### config.mk
export PLATFORM = sky130hd
export DESIGN_NAME = pinned_element_descending_sort
export DESIGN_NICKNAME = d
export VERILOG_FILES = /design/src/rtl/core/pesort_pkg.sv /design/src/rtl/core/pesort_cell.sv /design/src/rtl/core/pesort_chain.sv /design/src/rtl/core/pinned_element_descending_sort.sv
export SDC_FILE = /design/constraint.sdc
export NUM_CORES = 2
export LEC_CHECK = 0
export ABC_AREA = 1
export BUFFER_PORTS_ARGS = -buffer_cell sky130_fd_sc_hd__buf_2
export CAP_MARGIN = 20
export CORE_ASPECT_RATIO = 1.2
export CORE_MARGIN = 2
export CORE_UTILIZATION = 35
export CTS_CLUSTER_SIZE = 20
export DETAILED_ROUTE_END_ITERATION = 6
export HOLD_SLACK_MARGIN = 0.02
export MAX_ROUTING_LAYER = met4
export PLACE_DENSITY = 0.52
export RECOVER_POWER = 25
export SETUP_SLACK_MARGIN = 0.15
export SYNTH_ARGS = -nofsm -noshare
export SYNTH_HDL_FRONTEND = slang
export SYNTH_SLANG_ARGS = --single-unit
### constraint.sdc
create_clock -name clk -period 9.05 [get_ports clk]
set_input_delay 0.4525 -clock clk [delete_from_list [all_inputs] [get_ports clk]]
set_output_delay 0.4525 -clock clk [all_outputs]
set_load 0.05 [all_outputs]
### src/rtl/core/pesort_pkg.sv
// ----------------------------------------------------------------------------
// pesort_pkg
// Shared types and constants for the pinned-element descending sort block.
// ----------------------------------------------------------------------------
package pesort_pkg;

  localparam int VAL_W = 32;
  localparam int OPOS_W = 4;
  localparam int LEN_CFG_W = 5;
  localparam int PIN_CFG_W = 4;
  localparam int CFG_IDX_W = 1;

  localparam logic [LEN_CFG_W-1:0] ROW_LENGTH_RST = 5'd16;
  localparam logic [PIN_CFG_W-1:0] PINNED_INDEX_RST = 4'd0;

  typedef enum logic [CFG_IDX_W-1:0] {
    REG_ROW_LENGTH   = 1'b0,
    REG_PINNED_INDEX = 1'b1
  } cfg_reg_t;

  typedef enum logic {
    CMD_FORWARD  = 1'b0,
    CMD_BACKWARD = 1'b1
  } cmd_t;

  typedef enum logic [2:0] {
    ST_IDLE,
    ST_LOAD,
    ST_FLUSH,
    ST_DRAIN,
    ST_BWD
  } state_t;

  typedef struct packed {
    logic               command;
    logic signed [VAL_W-1:0] value;
  } in_item_t;

  typedef struct packed {
    logic signed [VAL_W-1:0] result_value;
    logic [OPOS_W-1:0]       origin_position;
    logic                    row_end;
  } out_item_t;

  // Control word broadcast to every cell of the chain.
  typedef struct packed {
    logic clr;
    logic ins;
    logic shf;
  } chain_ctl_t;

endpackage

### src/rtl/core/pesort_cell.sv
// ----------------------------------------------------------------------------
// pesort_cell
// One insertion cell: holds one sorted entry, takes a new entry or its left
// neighbor's on insert, takes its right neighbor's on shift-out.
// ----------------------------------------------------------------------------
module pesort_cell #(
  parameter int PW = 4
) (
  input  logic                              clk,
  input  logic                              rst_n,
  input  pesort_pkg::chain_ctl_t            ctl,
  input  logic signed [pesort_pkg::VAL_W-1:0] new_val,
  input  logic [PW-1:0]                     new_pos,
  input  logic                              left_ins,
  input  logic                              left_vld,
  input  logic signed [pesort_pkg::VAL_W-1:0] left_val,
  input  logic [PW-1:0]                     left_pos,
  input  logic                              right_vld,
  input  logic signed [pesort_pkg::VAL_W-1:0] right_val,
  input  logic [PW-1:0]                     right_pos,
  output logic                              my_ins,
  output logic                              vld,
  output logic signed [pesort_pkg::VAL_W-1:0] val,
  output logic [PW-1:0]                     pos
);

  logic                              vld_r;
  logic signed [pesort_pkg::VAL_W-1:0] val_r;
  logic [PW-1:0]                     pos_r;

  // Strict compare keeps equal values in arrival order.
  assign my_ins = !vld_r || (val_r < new_val);

  always_ff @(posedge clk) begin
    if (!rst_n) begin
      vld_r <= 1'b0;
    end else if (ctl.clr) begin
      vld_r <= 1'b0;
    end else if (ctl.ins) begin
      if (left_ins) begin
        vld_r <= left_vld;
      end else if (my_ins) begin
        vld_r <= 1'b1;
      end
    end else if (ctl.shf) begin
      vld_r <= right_vld;
    end
  end

  always_ff @(posedge clk) begin
    if (ctl.ins) begin
      if (left_ins) begin
        val_r <= left_val;
        pos_r <= left_pos;
      end else if (my_ins) begin
        val_r <= new_val;
        pos_r <= new_pos;
      end
    end else if (ctl.shf) begin
      val_r <= right_val;
      pos_r <= right_pos;
    end
  end

  assign vld = vld_r;
  assign val = val_r;
  assign pos = pos_r;

endmodule

### src/rtl/core/pesort_chain.sv
// ----------------------------------------------------------------------------
// pesort_chain
// Row of insertion cells kept in descending order; head is cell zero.
// ----------------------------------------------------------------------------
module pesort_chain #(
  parameter int N  = 16,
  parameter int PW = 4
) (
  input  logic                              clk,
  input  logic                              rst_n,
  input  pesort_pkg::chain_ctl_t            ctl,
  input  logic signed [pesort_pkg::VAL_W-1:0] new_val,
  input  logic [PW-1:0]                     new_pos,
  output logic                              head_vld,
  output logic signed [pesort_pkg::VAL_W-1:0] head_val,
  output logic [PW-1:0]                     head_pos
);

  logic                              ins_w [N];
  logic                              vld_w [N];
  logic signed [pesort_pkg::VAL_W-1:0] val_w [N];
  logic [PW-1:0]                     pos_w [N];

  for (genvar i = 0; i < N; i++) begin : g_cell
    logic                              l_ins;
    logic                              l_vld;
    logic signed [pesort_pkg::VAL_W-1:0] l_val;
    logic [PW-1:0]                     l_pos;
    logic                              r_vld;
    logic signed [pesort_pkg::VAL_W-1:0] r_val;
    logic [PW-1:0]                     r_pos;

    if (i == 0) begin : g_first
      assign l_ins = 1'b0;
      assign l_vld = 1'b0;
      assign l_val = '0;
      assign l_pos = '0;
    end else begin : g_mid_l
      assign l_ins = ins_w[i-1];
      assign l_vld = vld_w[i-1];
      assign l_val = val_w[i-1];
      assign l_pos = pos_w[i-1];
    end

    if (i == N - 1) begin : g_last
      assign r_vld = 1'b0;
      assign r_val = '0;
      assign r_pos = '0;
    end else begin : g_mid_r
      assign r_vld = vld_w[i+1];
      assign r_val = val_w[i+1];
      assign r_pos = pos_w[i+1];
    end

    pesort_cell #(.PW(PW)) u_cell (
      .clk       (clk),
      .rst_n     (rst_n),
      .ctl       (ctl),
      .new_val   (new_val),
      .new_pos   (new_pos),
      .left_ins  (l_ins),
      .left_vld  (l_vld),
      .left_val  (l_val),
      .left_pos  (l_pos),
      .right_vld (r_vld),
      .right_val (r_val),
      .right_pos (r_pos),
      .my_ins    (ins_w[i]),
      .vld       (vld_w[i]),
      .val       (val_w[i]),
      .pos       (pos_w[i])
    );
  end

  assign head_vld = vld_w[0];
  assign head_val = val_w[0];
  assign head_pos = pos_w[0];

endmodule

### src/rtl/core/pinned_element_descending_sort.sv
// ----------------------------------------------------------------------------
// pinned_element_descending_sort
// Collects a row of values, emits the pinned element (if inside the row)
// and then the rest in descending order with their origin positions, and
// keeps that permutation to route backward gradients to origin positions.
// ----------------------------------------------------------------------------
//  channel  ports                            handshake
//  input    start, busy, in_item             beat taken when start & !busy
//  result   out_strobe, out_item             one strobe per beat, no stall
//  config   cfg_valid, cfg_ready, cfg_index, write when valid & ready
//           cfg_data
//
// A forward element that does not end a row leaves busy low. The element
// that ends a row keeps busy high through the load state, whose row memory
// reads feed the insertion chain, the flush state, which inserts the last
// one, and the drain state, which shifts the chain out; each result appears
// in the cycle after it leaves the chain. A backward beat reads perm_mem.
// Reset clears control state and the permutation valid bits; the row memory
// is never cleared. The receiver cannot stall, so results never wait.
// ----------------------------------------------------------------------------
module pinned_element_descending_sort #(
  parameter int MAX_ROW = 16
) (
  input  logic                                         clk,
  input  logic                                         rst_n,
  input  logic                                         start,
  output logic                                         busy,
  input  pesort_pkg::in_item_t                         in_item,
  output logic                                         out_strobe,
  output pesort_pkg::out_item_t                        out_item,
  input  logic                                         cfg_valid,
  output logic                                         cfg_ready,
  input  logic [pesort_pkg::CFG_IDX_W-1:0]             cfg_index,
  input  logic [pesort_pkg::LEN_CFG_W-1:0]             cfg_data
);

  localparam int PW = $clog2(MAX_ROW);
  localparam int LW = $clog2(MAX_ROW + 1);

  pesort_pkg::state_t state_r, state_nxt;

  logic [pesort_pkg::LEN_CFG_W-1:0] row_length_r;
  logic [pesort_pkg::PIN_CFG_W-1:0] pinned_index_r;

  logic [PW-1:0] fill_r;
  logic [PW-1:0] bcount_r;
  logic [PW-1:0] rd_idx_r;
  logic [PW-1:0] oc_r;

  logic [LW-1:0] len;
  logic [PW-1:0] last_idx;
  logic          pinned;
  logic          accept;
  logic          fwd_acc;
  logic          bwd_acc;
  logic          fill_done;
  logic          bwd_end;

  logic signed [pesort_pkg::VAL_W-1:0] row_mem [MAX_ROW];
  logic signed [pesort_pkg::VAL_W-1:0] rd_data_r;
  logic                                ins_vld_r;
  logic [PW-1:0]                       ins_pos_r;
  logic                                pin_hit;
  logic signed [pesort_pkg::VAL_W-1:0] pin_val_r;
  logic [PW-1:0]                       pin_pos_r;

  logic [PW-1:0] perm_mem [MAX_ROW];
  logic          perm_vld_r [MAX_ROW];
  logic [PW-1:0] perm_rd_r;
  logic          perm_rd_vld_r;
  logic [PW-1:0] bidx_r;
  logic          bend_r;
  logic signed [pesort_pkg::VAL_W-1:0] bval_r;

  pesort_pkg::chain_ctl_t chain_ctl;
  logic                                head_vld;
  logic signed [pesort_pkg::VAL_W-1:0] head_val;
  logic [PW-1:0]                       head_pos;

  logic                                pin_slot;
  logic                                perm_we;
  logic [PW-1:0]                       drain_pos;
  logic signed [pesort_pkg::VAL_W-1:0] drain_val;
  logic [PW-1:0]                       bwd_pos;
  logic [PW+pesort_pkg::OPOS_W-1:0]    opos_ext;

  logic                  out_strobe_nxt;
  pesort_pkg::out_item_t out_item_nxt;
  logic                  out_strobe_r;
  pesort_pkg::out_item_t out_item_r;

  // --------------------------------------------------------------------------
  // Configuration
  // --------------------------------------------------------------------------
  assign cfg_ready = 1'b1;

  always_ff @(posedge clk) begin
    if (!rst_n) begin
      row_length_r   <= pesort_pkg::ROW_LENGTH_RST;
      pinned_index_r <= pesort_pkg::PINNED_INDEX_RST;
    end else if (cfg_valid && cfg_ready) begin
      case (pesort_pkg::cfg_reg_t'(cfg_index))
        pesort_pkg::REG_ROW_LENGTH:   row_length_r <= cfg_data;
        pesort_pkg::REG_PINNED_INDEX: pinned_index_r <= cfg_data[pesort_pkg::PIN_CFG_W-1:0];
        default: ;
      endcase
    end
  end

  // Saturate the row length to 1..MAX_ROW.
  always_comb begin
    if (row_length_r == '0) begin
      len = LW'(1);
    end else if (32'(row_length_r) > MAX_ROW) begin
      len = LW'(MAX_ROW);
    end else begin
      len = LW'(row_length_r);
    end
  end

  assign last_idx = PW'(len - LW'(1));
  assign pinned   = {{LW{1'b0}}, pinned_index_r}
                    < {{pesort_pkg::PIN_CFG_W{1'b0}}, len};

  // --------------------------------------------------------------------------
  // Input acceptance
  // --------------------------------------------------------------------------
  assign accept    = start && !busy;
  assign fwd_acc   = accept && (in_item.command == pesort_pkg::CMD_FORWARD);
  assign bwd_acc   = accept && (in_item.command == pesort_pkg::CMD_BACKWARD);
  assign fill_done = ((PW+1)'(fill_r) + (PW+1)'(1)) >= (PW+1)'(len);
  assign bwd_end   = ((PW+1)'(bcount_r) + (PW+1)'(1)) >= (PW+1)'(len);

  // --------------------------------------------------------------------------
  // State machine
  // --------------------------------------------------------------------------
  always_comb begin
    state_nxt = state_r;
    case (state_r)
      pesort_pkg::ST_IDLE: begin
        if (fwd_acc && fill_done) begin
          state_nxt = pesort_pkg::ST_LOAD;
        end else if (bwd_acc) begin
          state_nxt = pesort_pkg::ST_BWD;
        end
      end
      pesort_pkg::ST_LOAD: begin
        if (rd_idx_r == last_idx) begin
          state_nxt = pesort_pkg::ST_FLUSH;
        end
      end
      pesort_pkg::ST_FLUSH: state_nxt = pesort_pkg::ST_DRAIN;
      pesort_pkg::ST_DRAIN: begin
        if (oc_r == last_idx) begin
          state_nxt = pesort_pkg::ST_IDLE;
        end
      end
      pesort_pkg::ST_BWD: state_nxt = pesort_pkg::ST_IDLE;
      default: state_nxt = pesort_pkg::ST_IDLE;
    endcase
  end

  always_ff @(posedge clk) begin
    if (!rst_n) begin
      state_r <= pesort_pkg::ST_IDLE;
    end else begin
      state_r <= state_nxt;
    end
  end

  // Outputs of the state machine
  always_comb begin
    busy           = (state_r != pesort_pkg::ST_IDLE);
    pin_slot       = pinned && (oc_r == '0);
    pin_hit        = pinned && ({{pesort_pkg::PIN_CFG_W{1'b0}}, ins_pos_r}
                                == {{PW{1'b0}}, pinned_index_r});
    chain_ctl.clr  = fwd_acc && fill_done;
    chain_ctl.ins  = ins_vld_r && !pin_hit;
    chain_ctl.shf  = (state_r == pesort_pkg::ST_DRAIN) && !pin_slot;
    perm_we        = (state_r == pesort_pkg::ST_DRAIN);
    drain_pos      = pin_slot ? pin_pos_r : head_pos;
    drain_val      = pin_slot ? pin_val_r : head_val;
    bwd_pos        = perm_rd_vld_r ? perm_rd_r : bidx_r;
    out_strobe_nxt = 1'b0;
    out_item_nxt   = '0;
    opos_ext       = '0;
    case (state_r)
      pesort_pkg::ST_DRAIN: begin
        opos_ext                     = {{pesort_pkg::OPOS_W{1'b0}}, drain_pos};
        out_strobe_nxt               = 1'b1;
        out_item_nxt.result_value    = drain_val;
        out_item_nxt.origin_position = opos_ext[pesort_pkg::OPOS_W-1:0];
        out_item_nxt.row_end         = (oc_r == last_idx);
      end
      pesort_pkg::ST_BWD: begin
        opos_ext                     = {{pesort_pkg::OPOS_W{1'b0}}, bwd_pos};
        out_strobe_nxt               = 1'b1;
        out_item_nxt.result_value    = bval_r;
        out_item_nxt.origin_position = opos_ext[pesort_pkg::OPOS_W-1:0];
        out_item_nxt.row_end         = bend_r;
      end
      default: ;
    endcase
  end

  // --------------------------------------------------------------------------
  // Counters
  // --------------------------------------------------------------------------
  always_ff @(posedge clk) begin
    if (!rst_n) begin
      fill_r    <= '0;
      bcount_r  <= '0;
      rd_idx_r  <= '0;
      oc_r      <= '0;
      ins_vld_r <= 1'b0;
    end else begin
      ins_vld_r <= (state_r == pesort_pkg::ST_LOAD);
      if (fwd_acc) begin
        bcount_r <= '0;
        if (fill_done) begin
          fill_r   <= '0;
          rd_idx_r <= '0;
          oc_r     <= '0;
        end else begin
          fill_r <= fill_r + PW'(1);
        end
      end else if (bwd_acc) begin
        fill_r   <= '0;
        bcount_r <= bwd_end ? '0 : bcount_r + PW'(1);
      end
      if (state_r == pesort_pkg::ST_LOAD) begin
        rd_idx_r <= rd_idx_r + PW'(1);
      end
      if (state_r == pesort_pkg::ST_DRAIN) begin
        oc_r <= oc_r + PW'(1);
      end
    end
  end

  // --------------------------------------------------------------------------
  // Row memory: written per forward beat, read back in position order
  // --------------------------------------------------------------------------
  always_ff @(posedge clk) begin
    if (fwd_acc) begin
      row_mem[fill_r] <= in_item.value;
    end
    rd_data_r <= row_mem[rd_idx_r];
    ins_pos_r <= rd_idx_r;
  end

  // Hold the pinned element aside; it leaves first.
  always_ff @(posedge clk) begin
    if (ins_vld_r && pin_hit) begin
      pin_val_r <= rd_data_r;
      pin_pos_r <= ins_pos_r;
    end
  end

  pesort_chain #(.N(MAX_ROW), .PW(PW)) u_chain (
    .clk      (clk),
    .rst_n    (rst_n),
    .ctl      (chain_ctl),
    .new_val  (rd_data_r),
    .new_pos  (ins_pos_r),
    .head_vld (head_vld),
    .head_val (head_val),
    .head_pos (head_pos)
  );

  // --------------------------------------------------------------------------
  // Permutation memory; an entry never written reads as its own index
  // --------------------------------------------------------------------------
  always_ff @(posedge clk) begin
    if (perm_we) begin
      perm_mem[oc_r] <= drain_pos;
    end
    perm_rd_r <= perm_mem[bcount_r];
  end

  always_ff @(posedge clk) begin
    if (!rst_n) begin
      for (int k = 0; k < MAX_ROW; k++) begin
        perm_vld_r[k] <= 1'b0;
      end
      perm_rd_vld_r <= 1'b0;
    end else begin
      if (perm_we) begin
        perm_vld_r[oc_r] <= 1'b1;
      end
      perm_rd_vld_r <= perm_vld_r[bcount_r];
    end
  end

  always_ff @(posedge clk) begin
    if (bwd_acc) begin
      bidx_r <= bcount_r;
      bend_r <= bwd_end;
      bval_r <= in_item.value;
    end
  end

  // --------------------------------------------------------------------------
  // Output register
  // --------------------------------------------------------------------------
  always_ff @(posedge clk) begin
    if (!rst_n) begin
      out_strobe_r <= 1'b0;
    end else begin
      out_strobe_r <= out_strobe_nxt;
    end
  end

  always_ff @(posedge clk) begin
    out_item_r <= out_item_nxt;
  end

  assign out_strobe = out_strobe_r;
  assign out_item   = out_item_r;

`ifndef SYNTH
  a_strobe_src: assert property (@(posedge clk) disable iff (!rst_n)
    out_strobe |-> ($past(state_r) == pesort_pkg::ST_DRAIN
                    || $past(state_r) == pesort_pkg::ST_BWD))
    else $error("result beat without a drain or backward cycle");

  a_head_vld: assert property (@(posedge clk) disable iff (!rst_n)
    (state_r == pesort_pkg::ST_DRAIN && !pin_slot) |-> head_vld)
    else $error("chain empty while draining a sorted entry");

  a_ins_idle: assert property (@(posedge clk) disable iff (!rst_n)
    (state_r == pesort_pkg::ST_IDLE) |-> !ins_vld_r)
    else $error("insertion pending while idle");

  a_clr_idle: assert property (@(posedge clk) disable iff (!rst_n)
    chain_ctl.clr |-> (state_r == pesort_pkg::ST_IDLE && !ins_vld_r))
    else $error("chain cleared while a row is in flight");
`endif

endmodule
==> flow_metrics.env <==
export IMPL_outcome="finished with violations"
export IMPL_failed_checks="design-rule violations, max-capacitance violations, max-slew violations"
export IMPL_cp_end_kind="register"
export IMPL_dp_cells=9561
export IMPL_ys_seq_elements=1365
export IMPL_cap_violations=4
export IMPL_period_minus_slack_ns=5.41
export IMPL_maxSlewHeadroom_pct=-98.5
export IMPL_rows=180
export IMPL_synth_adder_area_share_pct=9.20
export IMPL_insertion_delay_ns=0.80
export IMPL_synth_compound_area_share_pct=17.9
export IMPL_postCtsSetupBuffers=0
export IMPL_gp_congestion=0.872
export IMPL_worstPathArrival_ns=5.87
export IMPL_cts_sinks=1365
export IMPL_h_tree_depth=4
export IMPL_layout_nets=7667
export IMPL_synthArstFlopShare_pct=0
export IMPL_required_ns=9.51
export IMPL_routed_via_density=5.37
export IMPL_synth_simple_area_share_pct=10.6
export IMPL_ir_drop_v=0.000193
export IMPL_synth_warnings=0
export IMPL_synthMuxAreaShare_pct=0.0568
export IMPL_initial_core_util_pct=35.2
export IMPL_timing_rr_start="rd_data_r[7]$_DFF_P_"
export IMPL_hp_class="primary input to register"
export IMPL_root_buffer="clkbuf_16"
export IMPL_ios=83
export IMPL_final_common_cell="edfxtp_1"
export IMPL_ys_types=49
export IMPL_hold_violations=0
export IMPL_fmax_ghz=0.185
export IMPL_tritoncts="yes"
export IMPL_cts_inserted_buffers=147
export IMPL_syn_inst=7154
export IMPL_whs_endpoint="state_r[0]$_SDFFE_PN0P_"
export IMPL_wirelength_mm=210
export IMPL_p_leak_nw=29.2
export IMPL_grt_setup_unrepaired="false"
export IMPL_worstSetupPathType="register to register"
export IMPL_first_global_vias=51400
export IMPL_ff2ff_setup_slack_ns=3.64
export IMPL_grt_overflow_total=0
export IMPL_crit_path_max_fanout=73
export IMPL_grt_first_pass_wirelength_mm=316
export IMPL_worst_pin_slew_ns=2.98
export IMPL_final_fill_count=19600
export IMPL_grt_max_degree=266
export IMPL_io_buffers=81
export IMPL_synth_area_sq_um=70400
export IMPL_setup_tns_ns=0
export IMPL_drtIter0Drc=4576
export IMPL_fin_skew_ns=0.0360
export IMPL_synth_top_family_by_area="compound AO/OA/AOI/OAI gates"
export IMPL_cts_buffer_depth=3
export IMPL_synth_xor_area_share_pct=0.162
export IMPL_period_share_pct=59.8
export IMPL_die_area_sq_um=205000
export IMPL_antenna_found_initial=14
export IMPL_synth_yosys_seq_area_share_pct=56.2
export IMPL_area_growth_pct=11.3
export IMPL_drcViolationCount=2
export IMPL_clk_pin_slew_ns=0.06
export IMPL_setup_viol_count_final=0
export IMPL_start_kind="register"
export IMPL_holdCritStartpoint="rst_n"
export IMPL_die_h_um=495
export IMPL_ctsResizeCount=0
export IMPL_ant_nets=0
export IMPL_num_vias=53000
export IMPL_hold_path_depth=3
export IMPL_worstReg2RegEnd="u_chain.g_cell[10].u_cell.val[2]$_DFFE_PP_"
export IMPL_track_usage_pct=20.6
export IMPL_die_w_um=414
export IMPL_drt_pass1_iterations=7
export IMPL_timing_reg2reg_worst_path_depth=17
export IMPL_syn_avg_cell_area_sq_um=9.85
export IMPL_synth_edf_count=1225
export IMPL_dp_hpwl_mm=136
export IMPL_final_cells=9874
export IMPL_syn_nets=7715
export IMPL_routedWlPerCell_um=21.2
export IMPL_core_sq_um=200000
export IMPL_drive_gt1_share_pct=5.34
export IMPL_layout_common_cells="1,225 x edfxtp_1, 949 x o21ai_0, 910 x a21oi_1"
export IMPL_yosys_most_used_dff="edfxtp_1"
export IMPL_p_per_area_nw_per_um2=178
export IMPL_finalMaxSlewViolations=197
synth_stat cells, types with 11 or more instances:
master	count	area, sq um
a21oi_1	924	4620
a31oi_1	12	75.1
buf_1	16	60.1
buf_2	140	701
buf_4	17	128
clkbuf_1	238	893
dfxtp_1	140	2800
edfxtp_1	1225	36800
ha_1	518	6480
inv_1	583	2190
inv_2	11	41.3
nand2_1	888	3330
nand3_1	130	651
nand4_1	41	257
nor2_1	777	2920
o211ai_1	57	428
o21a_1	28	210
o21ai_0	949	4750
o21ai_1	134	671
o221ai_1	104	911
o22ai_1	119	744
worst max path at each step:
stage,start,to,slack (ns),cells after the start
after CTS,rd_data_r[31]$_DFF_P_,u_chain.g_cell[14].u_cell.val[25]$_DFFE_PP_,3.71,13
after detailed placement,rd_data_r[31]$_DFF_P_,u_chain.g_cell[14].u_cell.val[20]$_DFFE_PP_,3.73,13
after floorplan,rd_data_r[25]$_DFF_P_,u_chain.g_cell[2].u_cell.pos[0]$_DFFE_PP_,4.71,13
final,rd_data_r[7]$_DFF_P_,u_chain.g_cell[10].u_cell.val[2]$_DFFE_PP_,3.64,17
after global placement,rd_data_r[31]$_DFF_P_,u_chain.g_cell[14].u_cell.val[20]$_DFFE_PP_,3.81,13
after global routing,rd_data_r[5]$_DFF_P_,u_chain.g_cell[10].u_cell.val[4]$_DFFE_PP_,3.35,17
critical path: stages (launching register included):
cell and delay (ns):
dfxtp_1 0.30, clkbuf_1 0.83, inv_1 0.51, buf_4 0.36
ha_1 0.32, nand2_1 0.07, o21a_1 0.18, nand2_1 0.15
nand2_1 0.07, nand2_1 0.16, nand2_1 0.10, nand2_1 0.07
nand2_1 0.06, nand3_2 0.05, buf_4 0.52, nor2_1 0.27
a21oi_4 0.59, buf_4 0.40
cell type report:
cell class | instances | area, sq um | area share, %
Multi-Input combinational cell | 4769 | 27100 | 34.5
Inverter | 598 | 2260 | 2.88
Tap cell | 2639 | 3300 | 4.21
Clock inverter | 57 | 564 | 0.720
Clock buffer | 209 | 4150 | 5.29
Timing Repair Buffer | 225 | 1440 | 1.84
Sequential cell | 1365 | 39600 | 50.5
Antenna cell | 12 | 30.0 | 0.0383
power breakdown:
| group | total [W] | internal, W | leakage [nW] | switching [W] |
|---|---|---|---|---|
| Clock | 0.00603 | 0.00343 | 2.32 | 0.00260 |
| Combinational | 0.000961 | 0.000281 | 14.7 | 0.000680 |
| Sequential | 0.00698 | 0.00691 | 12.2 | 0.0000733 |
metal layers:
metal	part of all wire (%)	track usage, %
met5	0	-
met4	3.1	6.57
met3	4.8	2.48
met2	49	34.5
met1	43	26.0
state kept, by name, summed over array words and instances (netlist names), 4 cells and up:
name,cells
u_chain.g_cell.u_cell.val,512
rd_data_r,32
rd_idx_r,4
pin_pos_r,4
ins_pos_r,4
perm_rd_r,4
bval_r,32
fill_r,4
oc_r,4
perm_vld_r,16
perm_mem,64
row_length_r,5
bidx_r,4
pin_val_r,32
bcount_r,4
row_mem,512
out_item,37
u_chain.g_cell.u_cell.vld,16
u_chain.g_cell.u_cell.pos,64
pinned_index_r,4
what timing repair did:
item / 4_1_cts / 5_1_grt
endpoints found under the setup margin: 0 / 0
endpoints found under the hold margin: 511 / 0
hold buffers: 35 / 0
kinds of logic (layout without fill, tap and decap cells):
kind of cell	after synthesis	count (layout)
compound gates	2352	2352
xor+xnor	13	13
fa+ha+maj	518	518
buf+inv	1020	1089
flops	1365	1365
mux	4	4
other cells	1	13
simple gates	1881	1881
metrics by stage:
stage / hold slack, ns / total power, W / setup slack (ns) / area (sq um) / utilization (%)
after floorplan: 0.329 / 0.00769 / 4.71 / 70400 / -
after global placement: 0.432 / 0.00805 / 3.81 / 73500 / 36.7
after detailed placement: 0.427 / 0.00807 / 3.73 / 73500 / 36.7
after CTS: 0.0249 / 0.0141 / 3.71 / 78600 / 39.2
after global routing: 0.0459 / 0.0144 / 3.35 / 78400 / 39.2
final: 0.0813 / 0.0140 / 3.64 / 78400 / 39.2
Note: power is estimated with default switching activity, not from simulation.
